===== src/sv/tftprx_pkg.sv =====
// Shared types and constants for the TFTP read-transfer receiver.
// Holds the config, result and queue-push structs and the protocol codes.
// No dependencies; every other file imports this package.
package tftprx_pkg;

    // Register file geometry
    localparam int AddrW = 4;

    // Output queue geometry
    localparam int FifoDepth = 4;
    localparam int FifoPtrW  = 2;
    localparam int FifoCntW  = 3;

    // Event codes on the request channel
    typedef enum logic [1:0] {
        FUNC_START   = 2'd0,
        FUNC_PACKET  = 2'd1,
        FUNC_TIMEOUT = 2'd2,
        FUNC_NONE    = 2'd3
    } func_t;

    // Result actions
    typedef enum logic [2:0] {
        ACT_REQUEST = 3'd0,
        ACT_ACK     = 3'd1,
        ACT_ERROR   = 3'd2,
        ACT_WRITE   = 3'd3,
        ACT_STATUS  = 3'd4
    } action_t;

    // Transfer status carried on each result
    typedef enum logic [1:0] {
        ST_BUSY   = 2'd0,
        ST_DONE   = 2'd1,
        ST_FAILED = 2'd2
    } status_t;

    // Error kinds
    localparam logic ERR_UNKNOWN_ID = 1'b0;
    localparam logic ERR_ILLEGAL_OP = 1'b1;

    // Packet header constants
    localparam logic [15:0] OP_DATA      = 16'd3;
    localparam logic [15:0] OP_MAX_KNOWN = 16'd5;
    localparam logic [15:0] HDR_BYTES    = 16'd4;

    // Register indexes
    localparam logic [1:0] REG_SERVER_ADDR = 2'd0;
    localparam logic [1:0] REG_SERVER_PORT = 2'd1;
    localparam logic [1:0] REG_RETRY_LIMIT = 2'd2;
    localparam logic [1:0] REG_FULL_BYTES  = 2'd3;

    // Register reset values
    localparam logic [31:0] RST_SERVER_ADDR = 32'd0;
    localparam logic [15:0] RST_SERVER_PORT = 16'd69;
    localparam logic [3:0]  RST_RETRY_LIMIT = 4'd3;
    localparam logic [15:0] RST_FULL_BYTES  = 16'd512;

    typedef struct packed {
        logic [31:0] server_address;
        logic [15:0] server_port;
        logic [3:0]  retry_limit;
        logic [15:0] full_data_bytes;
    } cfg_t;

    typedef struct packed {
        action_t     action;
        logic [15:0] dest_port;
        logic [15:0] block_number;
        logic        error_kind;
        logic [15:0] payload_bytes;
        status_t     status;
        logic        last;
    } result_t;

    // Up to two results handed to the output queue in one cycle
    typedef struct packed {
        logic [1:0] count;
        result_t    first;
        result_t    second;
    } push_t;

endpackage


===== src/sv/tftp_read_transfer_receiver_core.sv =====
// TFTP read-transfer receiver (client side). Each request (start, packet
// header or timeout) is held in an input register and evaluated combinationally
// against the transfer state; its zero to two results go into a four-entry
// result queue that drives the output one result per cycle while out_ready is
// high. A request is accepted every cycle while results flow; requests that
// yield two results (data block, or error plus resend/failure) are held back
// by the single-result output port. The held request is written to the queue
// once it has room for two results, and its first result is then valid from
// the queue. Configuration is through an APB-style port.
// Depends on tftprx_pkg, tftprx_cfg, tftprx_engine and tftprx_fifo.
module tftp_read_transfer_receiver_core
    import tftprx_pkg::*;
(
    input  logic             clk,
    input  logic             rst_n,
    // Configuration
    input  logic             psel,
    input  logic             penable,
    input  logic             pwrite,
    input  logic [AddrW-1:0] paddr,
    input  logic [31:0]      pwdata,
    output logic [31:0]      prdata,
    output logic             pready,
    // Request channel
    input  logic             in_valid,
    output logic             in_ready,
    input  logic [1:0]       func,
    input  logic [31:0]      src_address,
    input  logic [15:0]      src_port,
    input  logic [15:0]      packet_length,
    input  logic [15:0]      packet_opcode,
    input  logic [15:0]      packet_block,
    // Result channel
    output logic             out_valid,
    input  logic             out_ready,
    output logic [2:0]       action,
    output logic [15:0]      dest_port,
    output logic [15:0]      block_number,
    output logic             error_kind,
    output logic [15:0]      payload_bytes,
    output logic [1:0]       status,
    output logic             last
);

    cfg_t    cfg;
    push_t   push;
    logic    space_ok;
    result_t head;

    tftprx_cfg u_cfg (
        .clk     (clk),
        .rst_n   (rst_n),
        .psel    (psel),
        .penable (penable),
        .pwrite  (pwrite),
        .paddr   (paddr),
        .pwdata  (pwdata),
        .prdata  (prdata),
        .pready  (pready),
        .cfg     (cfg)
    );

    tftprx_engine u_engine (
        .clk           (clk),
        .rst_n         (rst_n),
        .in_valid      (in_valid),
        .in_ready      (in_ready),
        .func          (func),
        .src_address   (src_address),
        .src_port      (src_port),
        .packet_length (packet_length),
        .packet_opcode (packet_opcode),
        .packet_block  (packet_block),
        .cfg           (cfg),
        .space_ok      (space_ok),
        .push          (push)
    );

    tftprx_fifo u_fifo (
        .clk       (clk),
        .rst_n     (rst_n),
        .push      (push),
        .space_ok  (space_ok),
        .out_valid (out_valid),
        .out_ready (out_ready),
        .head      (head)
    );

    // Unpack the queue head onto the result ports
    assign action        = head.action;
    assign dest_port     = head.dest_port;
    assign block_number  = head.block_number;
    assign error_kind    = head.error_kind;
    assign payload_bytes = head.payload_bytes;
    assign status        = head.status;
    assign last          = head.last;

endmodule


===== src/sv/tftprx_cfg.sv =====
// APB-style configuration registers of the TFTP read-transfer receiver.
// Depends on tftprx_pkg for the register map, reset values and cfg_t.
module tftprx_cfg
    import tftprx_pkg::*;
(
    input  logic             clk,
    input  logic             rst_n,
    input  logic             psel,
    input  logic             penable,
    input  logic             pwrite,
    input  logic [AddrW-1:0] paddr,
    input  logic [31:0]      pwdata,
    output logic [31:0]      prdata,
    output logic             pready,
    output cfg_t             cfg
);

    cfg_t cfg_reg;
    logic wr_en;

    assign pready = 1'b1;
    assign wr_en  = psel && penable && pwrite;
    assign cfg    = cfg_reg;

    // Write the addressed register on the access phase
    always_ff @(posedge clk or negedge rst_n)
    begin
        if (!rst_n)
        begin
            cfg_reg.server_address  <= RST_SERVER_ADDR;
            cfg_reg.server_port     <= RST_SERVER_PORT;
            cfg_reg.retry_limit     <= RST_RETRY_LIMIT;
            cfg_reg.full_data_bytes <= RST_FULL_BYTES;
        end
        else if (wr_en)
        begin
            case (paddr[3:2])
                REG_SERVER_ADDR: cfg_reg.server_address  <= pwdata;
                REG_SERVER_PORT: cfg_reg.server_port     <= pwdata[15:0];
                REG_RETRY_LIMIT: cfg_reg.retry_limit     <= pwdata[3:0];
                REG_FULL_BYTES:  cfg_reg.full_data_bytes <= pwdata[15:0];
                default:         cfg_reg <= cfg_reg;
            endcase
        end
    end

    // Return the addressed register
    always_comb
    begin
        case (paddr[3:2])
            REG_SERVER_ADDR: prdata = cfg_reg.server_address;
            REG_SERVER_PORT: prdata = {16'd0, cfg_reg.server_port};
            REG_RETRY_LIMIT: prdata = {28'd0, cfg_reg.retry_limit};
            REG_FULL_BYTES:  prdata = {16'd0, cfg_reg.full_data_bytes};
            default:         prdata = 32'd0;
        endcase
    end

endmodule


===== src/sv/tftprx_engine.sv =====
// Request register, transfer state and combinational decision logic.
// Depends on tftprx_pkg; hands zero to two results per request to the queue.
module tftprx_engine
    import tftprx_pkg::*;
(
    input  logic        clk,
    input  logic        rst_n,
    input  logic        in_valid,
    output logic        in_ready,
    input  logic [1:0]  func,
    input  logic [31:0] src_address,
    input  logic [15:0] src_port,
    input  logic [15:0] packet_length,
    input  logic [15:0] packet_opcode,
    input  logic [15:0] packet_block,
    input  cfg_t        cfg,
    input  logic        space_ok,
    output push_t       push
);

    typedef enum logic [1:0] {
        PH_IDLE = 2'd0,
        PH_REQ  = 2'd1,
        PH_RECV = 2'd2
    } phase_t;

    // Held request
    logic        item_valid_reg;
    logic [1:0]  func_reg;
    logic [31:0] src_address_reg;
    logic [15:0] src_port_reg;
    logic [15:0] packet_length_reg;
    logic [15:0] packet_opcode_reg;
    logic [15:0] packet_block_reg;

    // Transfer state
    phase_t      phase_reg, phase_next;
    logic [15:0] expected_block_reg, expected_block_next;
    logic [15:0] latched_port_reg, latched_port_next;
    logic [3:0]  retry_count_reg, retry_count_next;

    logic        fire;
    logic        take;
    logic [1:0]  res_count;
    result_t     res_first, res_second;
    logic        use_retry, failed, good;
    logic        err_valid, tail_valid;
    result_t     err_res, tail_res;
    logic [3:0]  retry_inc;
    logic [15:0] data_bytes;
    logic [15:0] port_after;
    status_t     ack_status;

    function automatic result_t mk_result(
        input action_t     a,
        input logic [15:0] port,
        input logic [15:0] blk,
        input logic        kind,
        input logic [15:0] bytes,
        input status_t     st
    );
        result_t r;
        r.action        = a;
        r.dest_port     = port;
        r.block_number  = blk;
        r.error_kind    = kind;
        r.payload_bytes = bytes;
        r.status        = st;
        r.last          = 1'b0;
        return r;
    endfunction

    // Advance the held request whenever the queue can take two results
    assign fire     = item_valid_reg && space_ok;
    assign in_ready = !item_valid_reg || fire;
    assign take     = in_valid && in_ready;

    // Capture the request payload
    always_ff @(posedge clk)
    begin
        if (take)
        begin
            func_reg          <= func;
            src_address_reg   <= src_address;
            src_port_reg      <= src_port;
            packet_length_reg <= packet_length;
            packet_opcode_reg <= packet_opcode;
            packet_block_reg  <= packet_block;
        end
    end

    // Decide results and next state for the held request
    always_comb
    begin
        phase_next          = phase_reg;
        expected_block_next = expected_block_reg;
        latched_port_next   = latched_port_reg;
        retry_count_next    = retry_count_reg;
        res_count           = 2'd0;
        res_first           = mk_result(ACT_STATUS, 16'd0, 16'd0, 1'b0, 16'd0, ST_BUSY);
        res_second          = res_first;
        use_retry           = 1'b0;
        failed              = 1'b0;
        good                = 1'b0;
        err_valid           = 1'b0;
        tail_valid          = 1'b0;
        err_res             = res_first;
        tail_res            = res_first;
        retry_inc           = retry_count_reg + 4'd1;
        data_bytes          = packet_length_reg - HDR_BYTES;
        port_after          = (latched_port_reg == 16'd0) ? src_port_reg : latched_port_reg;
        ack_status          = (data_bytes < cfg.full_data_bytes) ? ST_DONE : ST_BUSY;

        if (func_reg == FUNC_START)
        begin
            // Restart: send the read request to the server
            phase_next          = PH_REQ;
            expected_block_next = 16'd1;
            latched_port_next   = 16'd0;
            retry_count_next    = 4'd0;
            res_count           = 2'd1;
            res_first           = mk_result(ACT_REQUEST, cfg.server_port, 16'd0, 1'b0,
                                            16'd0, ST_BUSY);
        end
        else if (func_reg != FUNC_NONE && phase_reg != PH_IDLE)
        begin
            // Classify the event
            if (func_reg == FUNC_TIMEOUT || packet_length_reg == 16'd0)
            begin
                use_retry = 1'b1;
            end
            else if (src_address_reg != cfg.server_address)
            begin
                use_retry = 1'b0;
            end
            else if (latched_port_reg != 16'd0 && src_port_reg != latched_port_reg)
            begin
                err_valid = 1'b1;
                err_res   = mk_result(ACT_ERROR, src_port_reg, 16'd0, ERR_UNKNOWN_ID,
                                      16'd0, ST_BUSY);
            end
            else if (packet_length_reg < HDR_BYTES)
            begin
                use_retry = 1'b1;
            end
            else if (packet_opcode_reg != OP_DATA || packet_block_reg != expected_block_reg)
            begin
                err_valid = packet_opcode_reg > OP_MAX_KNOWN;
                err_res   = mk_result(ACT_ERROR, src_port_reg, 16'd0, ERR_ILLEGAL_OP,
                                      16'd0, ST_BUSY);
                use_retry = 1'b1;
            end
            else
            begin
                good = 1'b1;
            end

            if (good)
            begin
                // Accept the block: write payload, then ack it
                latched_port_next   = port_after;
                phase_next          = (ack_status == ST_DONE) ? PH_IDLE : PH_RECV;
                expected_block_next = expected_block_reg + 16'd1;
                retry_count_next    = 4'd0;
                res_count           = 2'd2;
                res_first           = mk_result(ACT_WRITE, 16'd0, 16'd0, 1'b0, data_bytes,
                                                ST_BUSY);
                res_second          = mk_result(ACT_ACK, port_after, expected_block_reg, 1'b0,
                                                16'd0, ack_status);
            end
            else
            begin
                // Use a retry and fail at the limit
                if (use_retry)
                begin
                    retry_count_next = retry_inc;
                    failed           = retry_inc >= cfg.retry_limit;
                end
                if (failed)
                begin
                    phase_next = PH_IDLE;
                    tail_valid = 1'b1;
                    tail_res   = mk_result(ACT_STATUS, 16'd0, 16'd0, 1'b0, 16'd0, ST_FAILED);
                end
                else if (phase_reg == PH_REQ)
                begin
                    latched_port_next = 16'd0;
                    tail_valid        = 1'b1;
                    tail_res          = mk_result(ACT_REQUEST, cfg.server_port, 16'd0, 1'b0,
                                                  16'd0, ST_BUSY);
                end

                // Order: error first, then request resend or failure status
                if (err_valid)
                begin
                    res_first = err_res;
                    if (tail_valid)
                    begin
                        res_second = tail_res;
                        res_count  = 2'd2;
                    end
                    else
                    begin
                        res_count = 2'd1;
                    end
                end
                else if (tail_valid)
                begin
                    res_first = tail_res;
                    res_count = 2'd1;
                end
            end
        end

        // Mark the final result of the request
        if (res_count == 2'd1)
        begin
            res_first.last = 1'b1;
        end
        else if (res_count == 2'd2)
        begin
            res_second.last = 1'b1;
        end
    end

    assign push.count  = fire ? res_count : 2'd0;
    assign push.first  = res_first;
    assign push.second = res_second;

    // Hold request valid and transfer state
    always_ff @(posedge clk or negedge rst_n)
    begin
        if (!rst_n)
        begin
            item_valid_reg     <= 1'b0;
            phase_reg          <= PH_IDLE;
            expected_block_reg <= 16'd0;
            latched_port_reg   <= 16'd0;
            retry_count_reg    <= 4'd0;
        end
        else
        begin
            if (take)
            begin
                item_valid_reg <= 1'b1;
            end
            else if (fire)
            begin
                item_valid_reg <= 1'b0;
            end
            if (fire)
            begin
                phase_reg          <= phase_next;
                expected_block_reg <= expected_block_next;
                latched_port_reg   <= latched_port_next;
                retry_count_reg    <= retry_count_next;
            end
        end
    end

endmodule


===== src/sv/tftprx_fifo.sv =====
// Four-entry result queue: takes up to two results a cycle, gives one.
// Depends on tftprx_pkg for result_t, push_t and the queue geometry.
module tftprx_fifo
    import tftprx_pkg::*;
(
    input  logic    clk,
    input  logic    rst_n,
    input  push_t   push,
    output logic    space_ok,
    output logic    out_valid,
    input  logic    out_ready,
    output result_t head
);

    result_t               mem_reg [FifoDepth];
    logic [FifoPtrW-1:0]   wr_ptr_reg, wr_ptr_next;
    logic [FifoPtrW-1:0]   rd_ptr_reg, rd_ptr_next;
    logic [FifoCntW-1:0]   count_reg, count_next;
    logic [FifoPtrW-1:0]   wr_ptr_second;
    logic                  pop;

    assign space_ok      = count_reg <= FifoCntW'(FifoDepth - 2);
    assign out_valid     = count_reg != '0;
    assign head          = mem_reg[rd_ptr_reg];
    assign pop           = out_valid && out_ready;
    assign wr_ptr_second = wr_ptr_reg + FifoPtrW'(1);

    // Advance pointers and occupancy
    always_comb
    begin
        wr_ptr_next = wr_ptr_reg + FifoPtrW'(push.count);
        rd_ptr_next = rd_ptr_reg + FifoPtrW'(pop);
        count_next  = count_reg + FifoCntW'(push.count) - FifoCntW'(pop);
    end

    // Store pushed results
    always_ff @(posedge clk)
    begin
        if (push.count != 2'd0)
        begin
            mem_reg[wr_ptr_reg] <= push.first;
        end
        if (push.count == 2'd2)
        begin
            mem_reg[wr_ptr_second] <= push.second;
        end
    end

    always_ff @(posedge clk or negedge rst_n)
    begin
        if (!rst_n)
        begin
            wr_ptr_reg <= '0;
            rd_ptr_reg <= '0;
            count_reg  <= '0;
        end
        else
        begin
            wr_ptr_reg <= wr_ptr_next;
            rd_ptr_reg <= rd_ptr_next;
            count_reg  <= count_next;
        end
    end

endmodule


===== config.mk =====
export PLATFORM = sky130hd
export DESIGN_NAME = tftp_read_transfer_receiver_core
export DESIGN_NICKNAME = d
export VERILOG_FILES = /design/src/sv/tftprx_pkg.sv /design/src/sv/tftp_read_transfer_receiver_core.sv /design/src/sv/tftprx_cfg.sv /design/src/sv/tftprx_engine.sv /design/src/sv/tftprx_fifo.sv
export SDC_FILE = /design/constraint.sdc
export NUM_CORES = 1
export LEC_CHECK = 0
export CORE_UTILIZATION = 23
export CTS_CLUSTER_DIAMETER = 80
export DETAILED_ROUTE_END_ITERATION = 8
export DONT_BUFFER_PORTS = 1
export GPL_ROUTABILITY_DRIVEN = 1
export GPL_TIMING_DRIVEN = 0
export PLACE_DENSITY = 0.38
export SLEW_MARGIN = 30
export SYNTH_ARGS = -nofsm -noshare
export SYNTH_HDL_FRONTEND = slang
export SYNTH_SLANG_ARGS = --single-unit

===== constraint.sdc =====
create_clock -name clk -period 13.35 [get_ports clk]
set_input_delay 2.0025 -clock clk [delete_from_list [all_inputs] [get_ports clk]]
set_output_delay 2.0025 -clock clk [all_outputs]
set_load 0.1 [all_outputs]

==> results <==
- When the netlist entered floorplanning its net count stood at 1663.
- Counting along the longest clock path gives a buffer depth of 3.
- The average vias per placed instance is 4.625.
- Across every metal layer, demand over resource in global routing totals 14.57%.
- Adding up every negative setup slack in the final design gives 0 ns.
- The root buffer cell chosen for the clock tree is sky130_fd_sc_hd__clkbuf_16.
- The core region is 86620 um^2.
- The most used flip-flop cell after synthesis is sky130_fd_sc_hd__edfxtp_1.
- After layout, the design draws a total of 4.989 mW.
- The number of vias in the routed layout is 12710.
- The run finished with clean final reports.
- Setup repair after global routing left no endpoint under its margin.
- The slew of the pin with the lowest slew margin is 1.035 ns.
- Across all register-to-register paths, the minimum setup slack is 8.18 ns.
- Counting every sink on the clock net gives 432.
- The count of instances resized after the clock tree is built is 0.
- For this run the aggregate overflow at the end of global routing stands at 0.
- In the synthesized netlist, the number of instances is 1492.
- After clock tree synthesis, the setup repair step added 0 buffers.
- The tool flagged a number of max-cap violations equal to 0.
- During synthesis, Yosys emitted a total of 0 warnings.
- The class of the tightest hold or removal check is reg -> reg.
- The height of the chip is 297.6 um.
- The utilization after layout is 27.04%.
- The leakage power is 8.295 nW.
- At the later pin of the worst-skew pair, clock insertion delay measures 0.60 ns.
- The worst setup path is launched from a primary input.
- The number of distinct library cell variants in the gate-level netlist after synthesis is 73.
- The worst pin sits at a relative slew slack of 31.19%.
- The mean instance size in the synthesized netlist is 13.47 um^2.
- The final layout contains 1722 nets.
- The required time of the critical path is 11.35 ns.
- The final critical path time including I/O delays and setup is 6.387 ns.
- The die is 297.6 um wide.
- Buffers placed on the I/O ports in this run total 0.
- In this run, synthesis inferred 246 flip-flops with an integrated enable.
- The highest clock frequency the design can meet is 0.1566 GHz.
- The final count of pins violating max slew is 0.
- For this design the ratio of total power to cell area is 213.1 nW/um^2.
- The number of design-rule violations left by the first detailed-router iteration is 818.
- The residual antenna-violating net count after detailed routing is 0.
- Once the floorplan was initialized, standard cells occupied 23.21% of the core.
- The launching instance or port of the critical path is paddr[2].
- The number of setup violations in the final report is 0.
- The top fanout value on the critical path is 10.
- The startpoint identified for the worst register-to-register timing path is u_engine.expected_block_reg[0].
- The number of levels in the clock H-tree is 2.
- The number of antenna violations at the first check in global routing is 2.
- The number of hold violations in the final report is 0.
- The number of cells in the finished layout apart from fillers is 2749.
- After detailed routing, the average wire length per cell comes to 23.81 um.
- Before antenna repair, the detailed router went through 5 iterations.
- The total die area is 88590 um^2.
- Compared with the post-synthesis result, the final layout area differs by 16.49%.
- The worst path arrival time is 4.38 ns.
- Entering global routing, the biggest net connects 115 pins.
- Detailed placement ended at an HPWL of 48100 um.
- Row generation in the floorplan step produced 108 rows.
- The mapped netlist covers 20100 um^2.
- The I/O pin count is 231.
- TritonCTS built the clock tree.
- The worst-case clock skew is 0.03150 ns.
- The residual DRC count is 0.
- The first-pass GRT wire length is 95430 um.
- At the end of routability-driven placement, the weighted congestion stood at 0.8061.
- The worst setup path is captured at an output pin.
- The worst hold margin is 0.4638 ns.
- Including well taps, the total number of placed cells is 2653.
- The flip-flop count of the largest register after layout is 220.
- The number of global-route vias before repair is 13350.
- The fraction of final layout cells with drive strength greater than 1 is 18.71%.
- For this run, asynchronously set or reset flops after synthesis account for 26.39%.
- The worst hold path begins at u_fifo.mem_reg[1][53].
- The worst IR drop on VDD is 0.1025 mV.
- The sum of routed wire length over all layers is 65450 um.
- The register bit total from synthesis is 432.
- The sequential element share of the synthesized area is 58.14%.
- The number of hold buffers added after CTS was 0.
- The start-to-end type of the worst setup path is in -> out.
- The number of buffers added by the clock tree synthesis step is 51.
- The clock transition at the registers of the reported paths is 0.06 ns.
- The worst path uses 47.84% of the clock period.
-- logic make-up (layout without fill, tap and decap cells) --
family | count (synthesis) | after routing | synth area share (%)
xor gates and xnor gates | 84 | 84 | 3.660
AOI/OAI and AO/OA | 264 | 264 | 10.56
adders and majority gates | 30 | 30 | 1.905
buffers and inverters | 127 | 228 | 2.763
DFF | 432 | 432 | 58.14
muxes | 197 | 197 | 13.99
other | 1 | 2 | 0.01865
and+or+nand+nor | 357 | 357 | 8.969
-- metrics by stage --
stage               instance area [um^2]  setup WS [ns]
global route                       23420          6.773
CTS                                23410          6.580
global placement                   21550          6.628
finish                             23420          6.963
detailed placement                 21720          6.584
floorplan                          20100          7.644
-- layer usage --
layer | GRT usage (%) | vias up | wire length (um)
met2 | 25.52 | 257 | 32930
met5 | 0 | - | 6
met4 | 2.823 | 2 | 931
met3 | 2.710 | 63 | 2718
li1 | - | 5819 | -
met1 | 18.64 | 6573 | 28860
-- placed cells by master, fill, tap and decap left out, types with 7 or more instances in the layout --
cell type / synthesis / final
sky130_fd_sc_hd__or4_1: 13 / 13
sky130_fd_sc_hd__clkinv_1: 0 / 7
sky130_fd_sc_hd__a21oi_1: 30 / 30
sky130_fd_sc_hd__and3_1: 22 / 22
sky130_fd_sc_hd__mux2i_1: 57 / 57
sky130_fd_sc_hd__o22ai_1: 64 / 64
sky130_fd_sc_hd__edfxtp_1: 246 / 246
sky130_fd_sc_hd__xnor2_1: 13 / 13
sky130_fd_sc_hd__o31ai_1: 15 / 14
sky130_fd_sc_hd__dfxtp_1: 72 / 72
sky130_fd_sc_hd__nand2b_1: 8 / 7
sky130_fd_sc_hd__clkbuf_16: 0 / 54
sky130_fd_sc_hd__xor2_1: 71 / 71
sky130_fd_sc_hd__buf_2: 11 / 15
sky130_fd_sc_hd__nor4_1: 24 / 24
sky130_fd_sc_hd__nand4_1: 19 / 19
sky130_fd_sc_hd__nor2_1: 151 / 150
sky130_fd_sc_hd__a22o_1: 41 / 39
sky130_fd_sc_hd__a22oi_4: 10 / 10
sky130_fd_sc_hd__a2bb2oi_1: 16 / 16
sky130_fd_sc_hd__nand2_1: 47 / 44
sky130_fd_sc_hd__mux4_2: 59 / 59
sky130_fd_sc_hd__buf_4: 8 / 8
sky130_fd_sc_hd__dfrtp_1: 108 / 108
sky130_fd_sc_hd__nor3_1: 14 / 14
sky130_fd_sc_hd__nand3_1: 17 / 17
sky130_fd_sc_hd__and2_1: 22 / 21
sky130_fd_sc_hd__a21o_1: 13 / 13
sky130_fd_sc_hd__clkbuf_1: 58 / 72
sky130_fd_sc_hd__mux2_2: 81 / 81
sky130_fd_sc_hd__a21boi_1: 12 / 12
sky130_fd_sc_hd__o21ai_0: 14 / 14
sky130_fd_sc_hd__ha_1: 29 / 29
sky130_fd_sc_hd__inv_1: 39 / 38
-- cell usage after synthesis, types with 17 or more instances --
cell	n	area, um^2
sky130_fd_sc_hd__edfxtp_1	246	7387
sky130_fd_sc_hd__nor2_1	151	566.8
sky130_fd_sc_hd__dfrtp_1	108	2703
sky130_fd_sc_hd__mux2_2	81	912.1
sky130_fd_sc_hd__dfxtp_1	72	1441
sky130_fd_sc_hd__xor2_1	71	621.9
sky130_fd_sc_hd__o22ai_1	64	400.4
sky130_fd_sc_hd__mux4_2	59	1329
sky130_fd_sc_hd__clkbuf_1	58	217.7
sky130_fd_sc_hd__mux2i_1	57	570.6
sky130_fd_sc_hd__nand2_1	47	176.4
sky130_fd_sc_hd__a22o_1	41	359.1
sky130_fd_sc_hd__inv_1	39	146.4
sky130_fd_sc_hd__a21oi_1	30	150.1
sky130_fd_sc_hd__ha_1	29	362.9
sky130_fd_sc_hd__nor4_1	24	150.1
sky130_fd_sc_hd__and2_1	22	137.6
sky130_fd_sc_hd__and3_1	22	137.6
sky130_fd_sc_hd__nand4_1	19	118.9
sky130_fd_sc_hd__nand3_1	17	85.08
-- power breakdown --
| part | leakage, nW | switching [mW] | internal [mW] |
|---|---|---|---|
| Sequential | 4.30 | 0.150 | 1.63 |
| Combinational | 3.17 | 1.37 | 0.435 |
| Clock | 0.826 | 0.568 | 0.840 |
-- critical path, stage by stage --
cell and delay [ns]:
sky130_fd_sc_hd__clkbuf_1 0.30, sky130_fd_sc_hd__nor2_2 0.59, sky130_fd_sc_hd__clkbuf_1 0.56, sky130_fd_sc_hd__a22o_1 0.92
-- layout make-up --
cell class | instances | area (um^2)
flip-flops and latches | 432 | 11690
multi-input cells | 933 | 7906
diodes | 1 | 2.502
repair buffers | 6 | 118.9
plain buffers | 88 | 415.4
clock inverters | 22 | 230.2
clock buffers | 73 | 1463
well taps | 1155 | 1445
fillers | 8909 | 63200
inverters | 39 | 148.9
-- final timing paths --
kind	to	cells past startpoint
worst max-delay path	prdata[12]	4
worst min register to register	u_fifo.mem_reg[1][53]	1
min in group asynchronous	u_cfg.cfg[65]	0
max in group asynchronous	u_cfg.cfg[9]	0
worst min-delay path	u_fifo.mem_reg[1][53]	1
worst max register to register	u_fifo.mem_reg[1][42]	13
(Power assumes the default switching activity.)
